<file path="config.mk">
export PLATFORM = sky130hd
export DESIGN_NAME = midi_keyboard_split_transposer
export DESIGN_NICKNAME = d
export VERILOG_FILES = /design/src/mkst_pkg.sv /design/src/mkst_key_table.sv /design/src/midi_keyboard_split_transposer.sv
export SDC_FILE = /design/constraint.sdc
export NUM_CORES = 1
export LEC_CHECK = 0
export BUFFER_PORTS_ARGS = -buffer_cell sky130_fd_sc_hd__buf_4
export CAP_MARGIN = 20
export CORE_ASPECT_RATIO = 1.2
export CORE_MARGIN = 2
export CORE_UTILIZATION = 44
export CTS_CLUSTER_DIAMETER = 40
export DETAILED_ROUTE_END_ITERATION = 8
export SYNTH_ARGS = -nofsm -noshare
export SYNTH_HDL_FRONTEND = slang
export SYNTH_SLANG_ARGS = --single-unit
</file>
<file path="constraint.sdc">
create_clock -name clk -period 12.8 [get_ports clk]
set_input_delay 2.56 -clock clk [delete_from_list [all_inputs] [get_ports clk]]
set_output_delay 2.56 -clock clk [all_outputs]
set_load 0.02 [all_outputs]
</file>
<file path="src/mkst_pkg.sv">
`timescale 1ns / 1ps
// ----------------------------------------------------------------------------
// MIDI keyboard split package
// Beat types, message kind codes, register indexes and sizes shared by the
// four-zone keyboard split and its key shift table.
// ----------------------------------------------------------------------------
package mkst_pkg;

  // Sizes of the message fields and of the key table.
  localparam int KEY_W     = 7;
  localparam int SHIFT_W   = 7;
  localparam int KEY_COUNT = 128;

  // Register widths.
  localparam int CFG_DATA_W  = 28;
  localparam int CFG_INDEX_W = 3;
  localparam int ZCH_W       = 5;

  // Reset values of the configuration registers.
  localparam logic [3:0]  LISTEN_RST      = 4'd0;
  localparam logic [19:0] ZONE_CH_RST     = 20'd541200;
  localparam logic [7:0]  SPLIT_LOW_RST   = 8'd60;
  localparam logic [7:0]  SPLIT_MID_RST   = 8'd127;
  localparam logic [7:0]  SPLIT_HIGH_RST  = 8'd127;
  localparam logic [27:0] ZONE_SHIFT_RST  = 28'd0;

  // A split register at this value learns its split from the next note-on.
  localparam logic [7:0] LEARN_CODE = 8'd128;

  // Message kinds in the upper status nibble.
  localparam logic [3:0] KIND_NOTE_OFF = 4'h8;
  localparam logic [3:0] KIND_NOTE_ON  = 4'h9;
  localparam logic [3:0] KIND_POLY     = 4'hA;

  // Configuration register indexes.
  localparam logic [CFG_INDEX_W-1:0] CFG_LISTEN     = 3'd0;
  localparam logic [CFG_INDEX_W-1:0] CFG_ZONE_CH    = 3'd1;
  localparam logic [CFG_INDEX_W-1:0] CFG_SPLIT_LOW  = 3'd2;
  localparam logic [CFG_INDEX_W-1:0] CFG_SPLIT_MID  = 3'd3;
  localparam logic [CFG_INDEX_W-1:0] CFG_SPLIT_HIGH = 3'd4;
  localparam logic [CFG_INDEX_W-1:0] CFG_ZONE_SHIFT = 3'd5;

  // Input beat: one three-byte MIDI message.
  typedef struct packed {
    logic [7:0]       status_byte;
    logic [KEY_W-1:0] data_one;
    logic [6:0]       data_two;
  } in_beat_t;

  // Result beat: the rewritten message.
  typedef struct packed {
    logic [7:0]       out_status;
    logic [KEY_W-1:0] out_data_one;
    logic [6:0]       out_data_two;
  } out_beat_t;

  // Update of the key shift table from the working stage.
  typedef struct packed {
    logic               set;
    logic               clr;
    logic [KEY_W-1:0]   key;
    logic [SHIFT_W-1:0] shift;
  } key_wr_t;

  // Stored shift for the key in the working stage.
  typedef struct packed {
    logic               held;
    logic [SHIFT_W-1:0] shift;
  } key_look_t;

endpackage

</file>
<file path="src/mkst_key_table.sv">
`timescale 1ns / 1ps
// ----------------------------------------------------------------------------
// Key shift table
// Remembers the transpose of each sounding key. The shift values live in a
// memory read when a beat is accepted; held flags are flip-flops cleared at
// reset. A write from the working stage at the same edge is forwarded.
// ----------------------------------------------------------------------------
module mkst_key_table #(
  parameter int KEY_COUNT = mkst_pkg::KEY_COUNT
) (
  input  logic                          clk,
  input  logic                          rst_n,
  input  logic                          rd_en,
  input  logic [mkst_pkg::KEY_W-1:0]    rd_key,
  input  logic [mkst_pkg::KEY_W-1:0]    cur_key,
  input  mkst_pkg::key_wr_t             key_wr,
  output mkst_pkg::key_look_t           look
);

  localparam int IDX_W = $clog2(KEY_COUNT);

  logic [mkst_pkg::SHIFT_W-1:0] shift_mem [KEY_COUNT];
  logic [mkst_pkg::SHIFT_W-1:0] rd_data_r;
  logic [mkst_pkg::SHIFT_W-1:0] fwd_shift_r;
  logic                         fwd_hit_r;
  logic [KEY_COUNT-1:0]         held_r;
  logic [IDX_W-1:0]             rd_idx;
  logic [IDX_W-1:0]             cur_idx;
  logic [IDX_W-1:0]             wr_idx;

  assign rd_idx  = rd_key[IDX_W-1:0];
  assign cur_idx = cur_key[IDX_W-1:0];
  assign wr_idx  = key_wr.key[IDX_W-1:0];

  // Shift memory: one write port, one registered read port.
  always_ff @(posedge clk) begin
    if (key_wr.set) begin
      shift_mem[wr_idx] <= key_wr.shift;
    end
    if (rd_en) begin
      rd_data_r <= shift_mem[rd_idx];
    end
  end

  // Forward a write to the same key that lands at the read edge.
  always_ff @(posedge clk) begin
    if (!rst_n) begin
      fwd_hit_r <= 1'b0;
    end else if (rd_en) begin
      fwd_hit_r <= key_wr.set && (key_wr.key == rd_key);
    end
  end

  always_ff @(posedge clk) begin
    if (rd_en) begin
      fwd_shift_r <= key_wr.shift;
    end
  end

  // Held flags, one per key.
  always_ff @(posedge clk) begin
    if (!rst_n) begin
      held_r <= '0;
    end else if (key_wr.set) begin
      held_r[wr_idx] <= 1'b1;
    end else if (key_wr.clr) begin
      held_r[wr_idx] <= 1'b0;
    end
  end

  assign look.held  = held_r[cur_idx];
  assign look.shift = fwd_hit_r ? fwd_shift_r : rd_data_r;

  // A note-on leaves its key held.
  a_set_holds: assert property (@(posedge clk) disable iff (!rst_n)
    key_wr.set |=> held_r[$past(wr_idx)])
    else $error("key not held after note-on");

  // A note-off leaves its key released.
  a_clr_frees: assert property (@(posedge clk) disable iff (!rst_n)
    key_wr.clr && !key_wr.set |=> !held_r[$past(wr_idx)])
    else $error("key still held after note-off");

  // Set and clear never come together.
  a_set_clr: assert property (@(posedge clk) disable iff (!rst_n)
    !(key_wr.set && key_wr.clr))
    else $error("key table set and clear in one cycle");

endmodule

</file>
<file path="src/midi_keyboard_split_transposer.sv">
`timescale 1ns / 1ps
// ----------------------------------------------------------------------------
// Four-zone MIDI keyboard split with transpose
// Sorts note messages on one channel into four key zones, rewrites their
// channel and transposes their key, remembering the shift per sounding key.
// ----------------------------------------------------------------------------
// Usage:
//   Input beats (in_valid / in_stall / in_data) carry one three-byte MIDI
//   message each; result beats (out_valid / out_stall / out_data) carry the
//   rewritten message, exactly one per input beat, in order.
//   Registers are written through cfg_wr_en / cfg_index / cfg_data while no
//   beat is in flight; index 0 listen channel, 1 zone channels, 2..4 split
//   points, 5 zone transposes. Other indexes are ignored.
//   A beat passes from acceptance into the working stage register and then
//   the output register. One beat is accepted every cycle while in_stall is
//   low; the key shift table is read at acceptance and written as the beat
//   leaves the working stage, with a forward path between neighbors.
//   While out_stall is high the output beat holds; the working stage keeps
//   one more beat and in_stall rises only when both are occupied.
//   Reset restores the register defaults, releases every key and forgets
//   learned splits; beats are accepted from the first cycle after reset.
// ----------------------------------------------------------------------------
module midi_keyboard_split_transposer #(
  parameter int KEY_COUNT = mkst_pkg::KEY_COUNT
) (
  input  logic                                clk,
  input  logic                                rst_n,
  input  logic                                in_valid,
  output logic                                in_stall,
  input  mkst_pkg::in_beat_t                  in_data,
  output logic                                out_valid,
  input  logic                                out_stall,
  output mkst_pkg::out_beat_t                 out_data,
  input  logic                                cfg_wr_en,
  input  logic [mkst_pkg::CFG_INDEX_W-1:0]    cfg_index,
  input  logic [mkst_pkg::CFG_DATA_W-1:0]     cfg_data
);

  // Configuration registers.
  logic [3:0]  listen_r;
  logic [19:0] zone_ch_r;
  logic [7:0]  split_low_r;
  logic [7:0]  split_mid_r;
  logic [7:0]  split_high_r;
  logic [27:0] zone_shift_r;

  // Learned split points.
  logic                      lrn_low_vld_r, lrn_mid_vld_r, lrn_high_vld_r;
  logic [mkst_pkg::KEY_W-1:0] lrn_low_r, lrn_mid_r, lrn_high_r;
  logic                      lrn_low_vld_nxt, lrn_mid_vld_nxt, lrn_high_vld_nxt;
  logic [mkst_pkg::KEY_W-1:0] lrn_low_nxt, lrn_mid_nxt, lrn_high_nxt;

  // Pipeline.
  logic                 s1_valid_r;
  mkst_pkg::in_beat_t   s1_beat_r;
  logic                 out_valid_r;
  mkst_pkg::out_beat_t  out_beat_r;
  logic                 in_accept;
  logic                 s1_fire;

  // Working stage signals.
  logic [3:0]                   kind;
  logic [3:0]                   eff_kind;
  logic [3:0]                   chan;
  logic [mkst_pkg::KEY_W-1:0]   key;
  logic                         handled;
  logic                         is_on;
  logic                         is_off;
  logic [7:0]                   split0, split1, split2;
  logic [1:0]                   zone;
  logic [mkst_pkg::ZCH_W-1:0]   zch;
  logic [mkst_pkg::SHIFT_W-1:0] zshift;
  logic [3:0]                   new_chan;
  logic [mkst_pkg::KEY_W-1:0]   new_key;
  mkst_pkg::out_beat_t          res_beat;
  mkst_pkg::key_wr_t            key_wr;
  mkst_pkg::key_look_t          look;
  logic                         learn;

  // Add a signed shift to a key and clamp to the key range.
  function automatic logic [mkst_pkg::KEY_W-1:0] clamp_key(
    input logic [mkst_pkg::KEY_W-1:0]   k,
    input logic [mkst_pkg::SHIFT_W-1:0] sh
  );
    logic signed [mkst_pkg::KEY_W+1:0] sum;
    sum = $signed({2'b00, k}) + $signed({{2{sh[mkst_pkg::SHIFT_W-1]}}, sh});
    if (sum < 0) begin
      clamp_key = '0;
    end else if (sum > $signed(10'sd127)) begin
      clamp_key = '1;
    end else begin
      clamp_key = sum[mkst_pkg::KEY_W-1:0];
    end
  endfunction

  // Handshake.
  assign s1_fire   = s1_valid_r && (!out_valid_r || !out_stall);
  assign in_stall  = s1_valid_r && !s1_fire;
  assign in_accept = in_valid && !in_stall;
  assign out_valid = out_valid_r;
  assign out_data  = out_beat_r;

  // Input register.
  always_ff @(posedge clk) begin
    if (!rst_n) begin
      s1_valid_r <= 1'b0;
    end else if (in_accept) begin
      s1_valid_r <= 1'b1;
    end else if (s1_fire) begin
      s1_valid_r <= 1'b0;
    end
  end

  always_ff @(posedge clk) begin
    if (in_accept) begin
      s1_beat_r <= in_data;
    end
  end

  // Output register.
  always_ff @(posedge clk) begin
    if (!rst_n) begin
      out_valid_r <= 1'b0;
    end else if (s1_fire) begin
      out_valid_r <= 1'b1;
    end else if (!out_stall) begin
      out_valid_r <= 1'b0;
    end
  end

  always_ff @(posedge clk) begin
    if (s1_fire) begin
      out_beat_r <= res_beat;
    end
  end

  // Message decode; a note-on with zero velocity is a note-off.
  always_comb begin
    kind     = s1_beat_r.status_byte[7:4];
    chan     = s1_beat_r.status_byte[3:0];
    key      = s1_beat_r.data_one;
    eff_kind = (kind == mkst_pkg::KIND_NOTE_ON && s1_beat_r.data_two == '0) ?
               mkst_pkg::KIND_NOTE_OFF : kind;
    is_on    = eff_kind == mkst_pkg::KIND_NOTE_ON;
    is_off   = eff_kind == mkst_pkg::KIND_NOTE_OFF;
    handled  = (chan == listen_r) &&
               (is_on || is_off || eff_kind == mkst_pkg::KIND_POLY);
  end

  // Effective split points and zone choice.
  always_comb begin
    split0 = (split_low_r == mkst_pkg::LEARN_CODE && lrn_low_vld_r) ?
             {1'b0, lrn_low_r} : split_low_r;
    split1 = (split_mid_r == mkst_pkg::LEARN_CODE && lrn_mid_vld_r) ?
             {1'b0, lrn_mid_r} : split_mid_r;
    split2 = (split_high_r == mkst_pkg::LEARN_CODE && lrn_high_vld_r) ?
             {1'b0, lrn_high_r} : split_high_r;
    if ({1'b0, key} < split0) begin
      zone = 2'd0;
    end else if ({1'b0, key} < split1) begin
      zone = 2'd1;
    end else if ({1'b0, key} < split2) begin
      zone = 2'd2;
    end else begin
      zone = 2'd3;
    end
  end

  // Zone output channel and transpose.
  always_comb begin
    case (zone)
      2'd0: begin
        zch    = zone_ch_r[4:0];
        zshift = zone_shift_r[6:0];
      end
      2'd1: begin
        zch    = zone_ch_r[9:5];
        zshift = zone_shift_r[13:7];
      end
      2'd2: begin
        zch    = zone_ch_r[14:10];
        zshift = zone_shift_r[20:14];
      end
      default: begin
        zch    = zone_ch_r[19:15];
        zshift = zone_shift_r[27:21];
      end
    endcase
    new_chan = zch[mkst_pkg::ZCH_W-1] ? chan : zch[3:0];
  end

  // Key rewrite: a note-off of a held key takes the shift stored at its note-on.
  always_comb begin
    if (is_off) begin
      new_key = look.held ? clamp_key(key, look.shift) : key;
    end else begin
      new_key = clamp_key(key, zshift);
    end
    res_beat.out_data_two = s1_beat_r.data_two;
    if (handled) begin
      res_beat.out_status   = {eff_kind, new_chan};
      res_beat.out_data_one = new_key;
    end else begin
      res_beat.out_status   = s1_beat_r.status_byte;
      res_beat.out_data_one = key;
    end
  end

  // Key table update as the beat leaves the working stage.
  always_comb begin
    key_wr.set   = s1_fire && handled && is_on;
    key_wr.clr   = s1_fire && handled && is_off;
    key_wr.key   = key;
    key_wr.shift = zshift;
  end

  mkst_key_table #(
    .KEY_COUNT (KEY_COUNT)
  ) u_key_table (
    .clk     (clk),
    .rst_n   (rst_n),
    .rd_en   (in_accept),
    .rd_key  (in_data.data_one),
    .cur_key (key),
    .key_wr  (key_wr),
    .look    (look)
  );

  // Split learning: a note-on fills every split waiting in learn mode.
  assign learn = s1_fire && handled && is_on;

  always_comb begin
    lrn_low_vld_nxt  = lrn_low_vld_r;
    lrn_mid_vld_nxt  = lrn_mid_vld_r;
    lrn_high_vld_nxt = lrn_high_vld_r;
    lrn_low_nxt      = lrn_low_r;
    lrn_mid_nxt      = lrn_mid_r;
    lrn_high_nxt     = lrn_high_r;
    if (learn && split_low_r == mkst_pkg::LEARN_CODE && !lrn_low_vld_r) begin
      lrn_low_vld_nxt = 1'b1;
      lrn_low_nxt     = key;
    end
    if (learn && split_mid_r == mkst_pkg::LEARN_CODE && !lrn_mid_vld_r) begin
      lrn_mid_vld_nxt = 1'b1;
      lrn_mid_nxt     = key;
    end
    if (learn && split_high_r == mkst_pkg::LEARN_CODE && !lrn_high_vld_r) begin
      lrn_high_vld_nxt = 1'b1;
      lrn_high_nxt     = key;
    end
    if (cfg_wr_en) begin
      case (cfg_index)
        mkst_pkg::CFG_SPLIT_LOW:  lrn_low_vld_nxt  = 1'b0;
        mkst_pkg::CFG_SPLIT_MID:  lrn_mid_vld_nxt  = 1'b0;
        mkst_pkg::CFG_SPLIT_HIGH: lrn_high_vld_nxt = 1'b0;
        default: ;
      endcase
    end
  end

  always_ff @(posedge clk) begin
    if (!rst_n) begin
      lrn_low_vld_r  <= 1'b0;
      lrn_mid_vld_r  <= 1'b0;
      lrn_high_vld_r <= 1'b0;
    end else begin
      lrn_low_vld_r  <= lrn_low_vld_nxt;
      lrn_mid_vld_r  <= lrn_mid_vld_nxt;
      lrn_high_vld_r <= lrn_high_vld_nxt;
    end
  end

  always_ff @(posedge clk) begin
    lrn_low_r  <= lrn_low_nxt;
    lrn_mid_r  <= lrn_mid_nxt;
    lrn_high_r <= lrn_high_nxt;
  end

  // Configuration register writes.
  always_ff @(posedge clk) begin
    if (!rst_n) begin
      listen_r     <= mkst_pkg::LISTEN_RST;
      zone_ch_r    <= mkst_pkg::ZONE_CH_RST;
      split_low_r  <= mkst_pkg::SPLIT_LOW_RST;
      split_mid_r  <= mkst_pkg::SPLIT_MID_RST;
      split_high_r <= mkst_pkg::SPLIT_HIGH_RST;
      zone_shift_r <= mkst_pkg::ZONE_SHIFT_RST;
    end else if (cfg_wr_en) begin
      case (cfg_index)
        mkst_pkg::CFG_LISTEN:     listen_r     <= cfg_data[3:0];
        mkst_pkg::CFG_ZONE_CH:    zone_ch_r    <= cfg_data[19:0];
        mkst_pkg::CFG_SPLIT_LOW:  split_low_r  <= cfg_data[7:0];
        mkst_pkg::CFG_SPLIT_MID:  split_mid_r  <= cfg_data[7:0];
        mkst_pkg::CFG_SPLIT_HIGH: split_high_r <= cfg_data[7:0];
        mkst_pkg::CFG_ZONE_SHIFT: zone_shift_r <= cfg_data[27:0];
        default: ;
      endcase
    end
  end

  // The input side stalls only behind a full working stage.
  a_stall_full: assert property (@(posedge clk) disable iff (!rst_n)
    in_stall |-> s1_valid_r && out_valid_r)
    else $error("input stalled with room in the pipeline");

  // A new result beat appears only after the working stage handed one over.
  a_out_src: assert property (@(posedge clk) disable iff (!rst_n)
    $rose(out_valid_r) |-> $past(s1_fire))
    else $error("result beat without a source");

  // A learned split exists only while its register holds the learn code; checked here for the low and high splits.
  a_learn_low: assert property (@(posedge clk) disable iff (!rst_n)
    lrn_low_vld_r |-> split_low_r == mkst_pkg::LEARN_CODE)
    else $error("learned low split without learn code");

  a_learn_high: assert property (@(posedge clk) disable iff (!rst_n)
    lrn_high_vld_r |-> split_high_r == mkst_pkg::LEARN_CODE)
    else $error("learned high split without learn code");

endmodule
</file>
# Yosys cells after proc, flatten, opt, wreduce, memory -nomap -nowiden
# Memories as Yosys holds them, arrays and structs flattened. A register that Yosys moved wholly into a read port is not among the register bits.
# Index checks and enable logic that the tools add are counted.
[classes]
add_sub_neg = 2
n_mul = 0
n_div = 0
order_cmp = 9
n_eq_ne = 17
shifts = 0
muxes = 39
bitwise_logic = 3
n_reduce_logical = 40
[op_table]
columns = ["op", "count"]
rows = [
  ["2-to-1 mux 128 bit", 2],
  ["bitwise AND 128 bit", 1],
  ["inverter 128 bit", 1],
  ["OR 128 bit", 1],
  ["2-to-1 mux 7 bit", 7],
  ["== test 8 bit, second input constant", 3],
  ["less-than comparator 7 x 8 -> 1 bit", 3],
  ["2-to-1 mux 8 bit", 3],
  ["one-hot mux 7 bit (3 select lines)", 1],
  ["logical AND 1 bit", 19],
  ["adder 8 x 7 -> 9 bit", 2],
  ["greater-than comparator 9 x 8 -> 1 bit, second input constant", 2],
  ["less-than comparator 9 x 1 -> 1 bit, second input constant", 2],
  ["2-to-1 mux 1 bit", 18],
  ["== test 4 bit, second input constant", 4],
  ["2-to-1 mux 15 bit", 1],
  ["one-hot mux 5 bit (3 select lines)", 1],
  ["AND reduction 2 bit", 6],
  ["less-than comparator 7 x 8 -> 1 bit, second input constant", 1],
  ["2-to-1 mux 4 bit", 2],
  ["binary-select mux 1 bit (select 7 bit)", 1],
  ["demux 1 bit (select 7 bit)", 1],
  ["== test 7 bit", 1],
  [">= comparator 7 x 1 -> 1 bit, second input constant", 1],
  ["14 further kinds", 26],
]
[word_totals]
reg_bits = 282
latch_bits = 0
ram_bits = 896
rom_bits = 0
input_bits = 58
out_inout_bits = 24
word_cells = 134
mem_count = 1
[memory_table]
columns = ["name", "words", "word_bits", "rd", "rd_ports_with_merged_regs", "write_ports", "line", "text"]
rows = [
  ["u_key_table.shift_mem", 128, 7, 1, 1, 1, "mkst_key_table.sv:22", "logic [mkst_pkg::SHIFT_W-1:0] shift_mem [KEY_COUNT];"],
]

# Depth between registers and ports, before layout
[depth]
word_depth = 15
mapped_depth = 25
mapped_depth_nobuf = 23

# Cells and area by module
# From an unflattened synthesis, not the netlist that was laid out.
[hier_totals]
cells_unflattened = 2812
area_unflattened_um2 = 47665.7
[modules_own_cells]
columns = ["mod", "instances", "cells_each", "area_each_um2", "seq_area_each_um2"]
rows = [
  ["mkst_key_table", 1, 2099, 40642.7, 29908.7],
  ["midi_keyboard_split_transposer", 1, 713, 7023.0, 3573.4],
]

# Worst setup path before layout
# OpenSTA, ideal clock, no wires.
[synth_path]
path_kind = "register to register"
from = "register split_mid_r[3]"
to = "register out_beat_r, in the netlist out_data[13] (data pin)"
setup_time_ns = 0.395
arrival_ns = 10.406
required_ns = 12.405
slack_ns = 1.999
stages_incl_launch_ff = 24
n_path_buf = 2
synth_period_minus_slack_ns = 10.801
cell_sequence = "dfxtp_1 nor4_1 and3_1 clkbuf_1 a21oi_1 ha_1 a21oi_1 nand2_1 a2111oi_0 a221o_1 clkbuf_1 a22oi_1 o21ai_0 ha_1 inv_1 fa_1 nor2b_1 o21ai_0 a21boi_0 o21ai_0 or3_1 and2_1 o211ai_1 o2111ai_1"
[synth_rtl]
columns = ["item", "line", "text"]
rows = [
  ["start: declaration", "midi_keyboard_split_transposer.sv:43", "logic [7:0] split_mid_r;"],
  ["start signal: assignment", "midi_keyboard_split_transposer.sv:285", "split_mid_r <= mkst_pkg::SPLIT_MID_RST;"],
  ["start signal: assignment", "midi_keyboard_split_transposer.sv:293", "mkst_pkg::CFG_SPLIT_MID: split_mid_r <= cfg_data[7:0];"],
  ["end signal: assignment", "midi_keyboard_split_transposer.sv:133", "out_beat_r <= res_beat;"],
  ["end: declaration", "midi_keyboard_split_transposer.sv:57", "mkst_pkg::out_beat_t out_beat_r;"],
]

==> run_results.csv <==
group,metric,value,unit
synth,netlist_instances,2937,
clock_network,clkTransAtPathRegs,60,ps
clock_network,clock-sinks,1185,
synth,synthTopCellsByArea,"edfxtp_1, mux4_2, dfxtp_1",
synth,synth_top_area_frac,0.6027,
drt,wl_per_cell,27.55,um
floorplanning,rows,133,
pwr,power_leakage,0.01909,uW
clock_network,root_buffer,"clkbuf_16",
flow_run,cap_violations,0,
status,status,"finished, final reports clean",
sta,finalClockSkew,32.97,ps
cells_and_area,diodes,0,
clock_network,cts_buffer_depth,3,
clock_network,numCtsBuffers,141,
grt,antenna_found_initial,2,
critical_path,cp.depth,23,
sta,max_freq,0.1497,GHz
sta,grt_setup_unrepaired,"no",
drt,drc,0,
critical_path,reg2reg_depth,23,
pwr,powerDensity,155.1,mW/mm^2
floorplanning,die_y,368.0,um
pwr,p_clk_frac,0.469,
clock_network,cts_resized,0,
grt,grt_pass1_vias,28600,
floorplanning,io_pins,82,
clock_network,h-tree-depth,4,
cells_and_area,final_nets,3125,
pwr,switchingPower,1904,uW
critical_path,cp_slowest_stage_delay,680,ps
worst_hold_path,hp-class,"register to register",
drt,drt_iter0_markers,2933,
sta,fin_crit_sh,0.5218,
critical_path,worst_path_max_delay_cell,"a21oi_1",
grt,grt-ovfl-total,0,
place,io_buffer_count,81,
sta,slew_headroom,0.2313,
place,post-dp-hpwl,77.88,mm
pwr,ir_worst_vdd,0.0001010,V
critical_path,cp-end-kind,"register",
sta,finalSetupViolCount,0,
worst_hold_path,hold_path_depth,0,
critical_path,cp_max_fo,47,
synth,synth_cell_types,72,
floorplanning,core_area,0.1095,mm^2
critical_path,worst_ep_arrival_time,7230,ps
critical_path,path_delay_family,"compound AO/OA/AOI/OAI gates",
sta,timing.setup.tns,0,ps
synth,synth-edff-count,975,
cells_and_area,drive_gt1_frac,0.2334,
critical_path,cpMostUsedCell,"a21oi_1",
critical_path,crit_type,"register to register",
critical_path,start_kind,"register",
critical_path,path_cells,"nor4_1 -> and3_1 -> a21oi_1 -> ha_1 -> a21oi_1 -> nand2_1 -> a2111oi_0 -> a221o_1 -> a21oi_1 -> a22oi_1 -> o21ai_4 -> buf_4 -> ha_1 -> inv_1 -> fa_1 -> nor2b_1 -> o21ai_0 -> a21boi_0 -> o21ai_0 -> o2bb2ai_1 -> nand2b_1 -> mux2_2 -> o221ai_1",
critical_path,crit_required,13360,ps
clock_network,cts_tree,"built",
clock_network,clk_latency,760,ps
grt,grt_pass1_wl,186.9,mm
pwr,intPower,6725,uW
sta,tightest_slew,1153,ps
clock_network,cts_setup_buffers,0,
grt,track_usage,0.2237,
synth,yosysSeqAreaShare,0.6892,
sta,final-max-slew-violation-count,0,
cells_and_area,stdcell_count,4562,
place,place_inst,4297,
cells_and_area,mostFrequentLayoutCell,"edfxtp_1",
drt,firstDrtPassIters,5,
synth,ys.warnings.count,0,
sta,hold_violations,0,
cells_and_area,final_cell_mix,"edfxtp_1, mux4_2, dfxtp_1",
pwr,pwr-share-comb,0.046,
clock_network,cts_hold_buf,0,
synth,synth_area,0.04858,mm^2
pwr,pwr-share-seq,0.486,
drt,antenna_left,0,
drt,via_per_inst,6.053,
drt,wirelength,125.7,mm
place,place.gp.congestion,0.8715,
floorplanning,start_util,0.4437,
cells_and_area,syn2layout_area_growth,14.55,%
synth,async_reset_ff_frac,0,
sta,period_needed,6679,ps
drt,vias,27610,
synth,ys_seq_elements,1185,
pwr,swShare,0.2207,
floorplanning,dieArea,0.1131,mm^2
floorplanning,fp.dieW,307.3,um
grt,grt_max_degree,130,
critical_path,cp_num_buf_inv,2,
synth,syn_avg_cell_area,16.54,um^2
synth,synth_top_cell_by_area,"edfxtp_1",
synth,ys.flop_type,"edfxtp_1",
synth,synth_nets,3031,
## routing by layer
metal,global-route usage,vias to the layer above,part of all wire
li1,-,11850,-
met1,0.2844,14370,0.39
met2,0.3843,1131,0.51
met3,0.03966,259,0.069
met4,0.08152,4,0.031
met5,0,-,0.00018
## power by group through the flow
stage / clock (uW) / sequential [uW] / combinational [uW]
2_1_floorplan: 0 / 4280 / 251
3_3_place_gp: 0 / 4270 / 384
3_5_place_dp: 0 / 4270 / 392
4_1_cts: 4110 / 4190 / 393
5_1_grt: 4270 / 4190 / 422
6_report: 4040 / 4190 / 394
## area by class of cell
class / count / area, um^2
Clock inverter: 98 / 1094
Fill cell: 8794 / 53850
Clock buffer: 159 / 3659
Tap cell: 1417 / 1773
Sequential cell: 1185 / 33480
Timing Repair Buffer: 147 / 1236
Multi-Input combinational cell: 1532 / 14320
Inverter: 24 / 90.09
## metrics by stage
stage               hold slack [ps]  setup WS [ps]  power, uW  utilization  area (um^2)
finish                        454.2           6121       8629       0.5082        55650
detailed placement            438.6           6053       4665       0.4633        50730
CTS                           443.3           6022       8696       0.5067        55490
floorplan                     426.8           1999       4531            -        48580
global placement              428.3           6074       4656       0.4628        50680
global route                  450.2           5639       8879       0.5082        55650
## cell families (layout without fill, tap and decap cells)
group / after synthesis / in the layout / synth area share
AND/OR/NAND/NOR: 625 / 625 / 0.05798
adder cells (fa/ha/maj): 36 / 36 / 0.009581
buffers and inverters: 220 / 428 / 0.01852
AO/OA/AOI/OAI: 486 / 486 / 0.06761
flip-flops: 1185 / 1185 / 0.6892
XOR/XNOR: 22 / 22 / 0.003966
multiplexers: 363 / 363 / 0.1531
## cells in the mapped netlist (6+ instances only)
cell and n:
o221ai_1 14, a21oi_1 41, buf_4 8, nand4_1 7, nor3_1 28, dfxtp_1 210
buf_1 15, ha_1 34, nand2b_1 10, inv_1 23, a21boi_1 10, nand2_1 200
buf_2 23, a22oi_1 15, xnor2_1 10, nand3_1 160, mux2_2 28, o21ai_0 140
nor2_1 167, o2111ai_1 7, mux2i_1 30, a21boi_0 172, nor4_1 6, a21o_1 7
clkbuf_1 148, mux4_2 301, o21a_1 18, edfxtp_1 975, nor2b_1 12, xor2_1 12
## final timing paths
path	startpoint	slack, ps	endpoint
hold reg to reg	kind[2]	450	out_data[20]
setup / recovery	split_mid_r[3]	6120	out_data[12]
setup reg to reg	split_mid_r[3]	6120	out_data[12]
hold / removal	kind[2]	450	out_data[20]
Note: power is estimated with default switching activity, not from simulation.
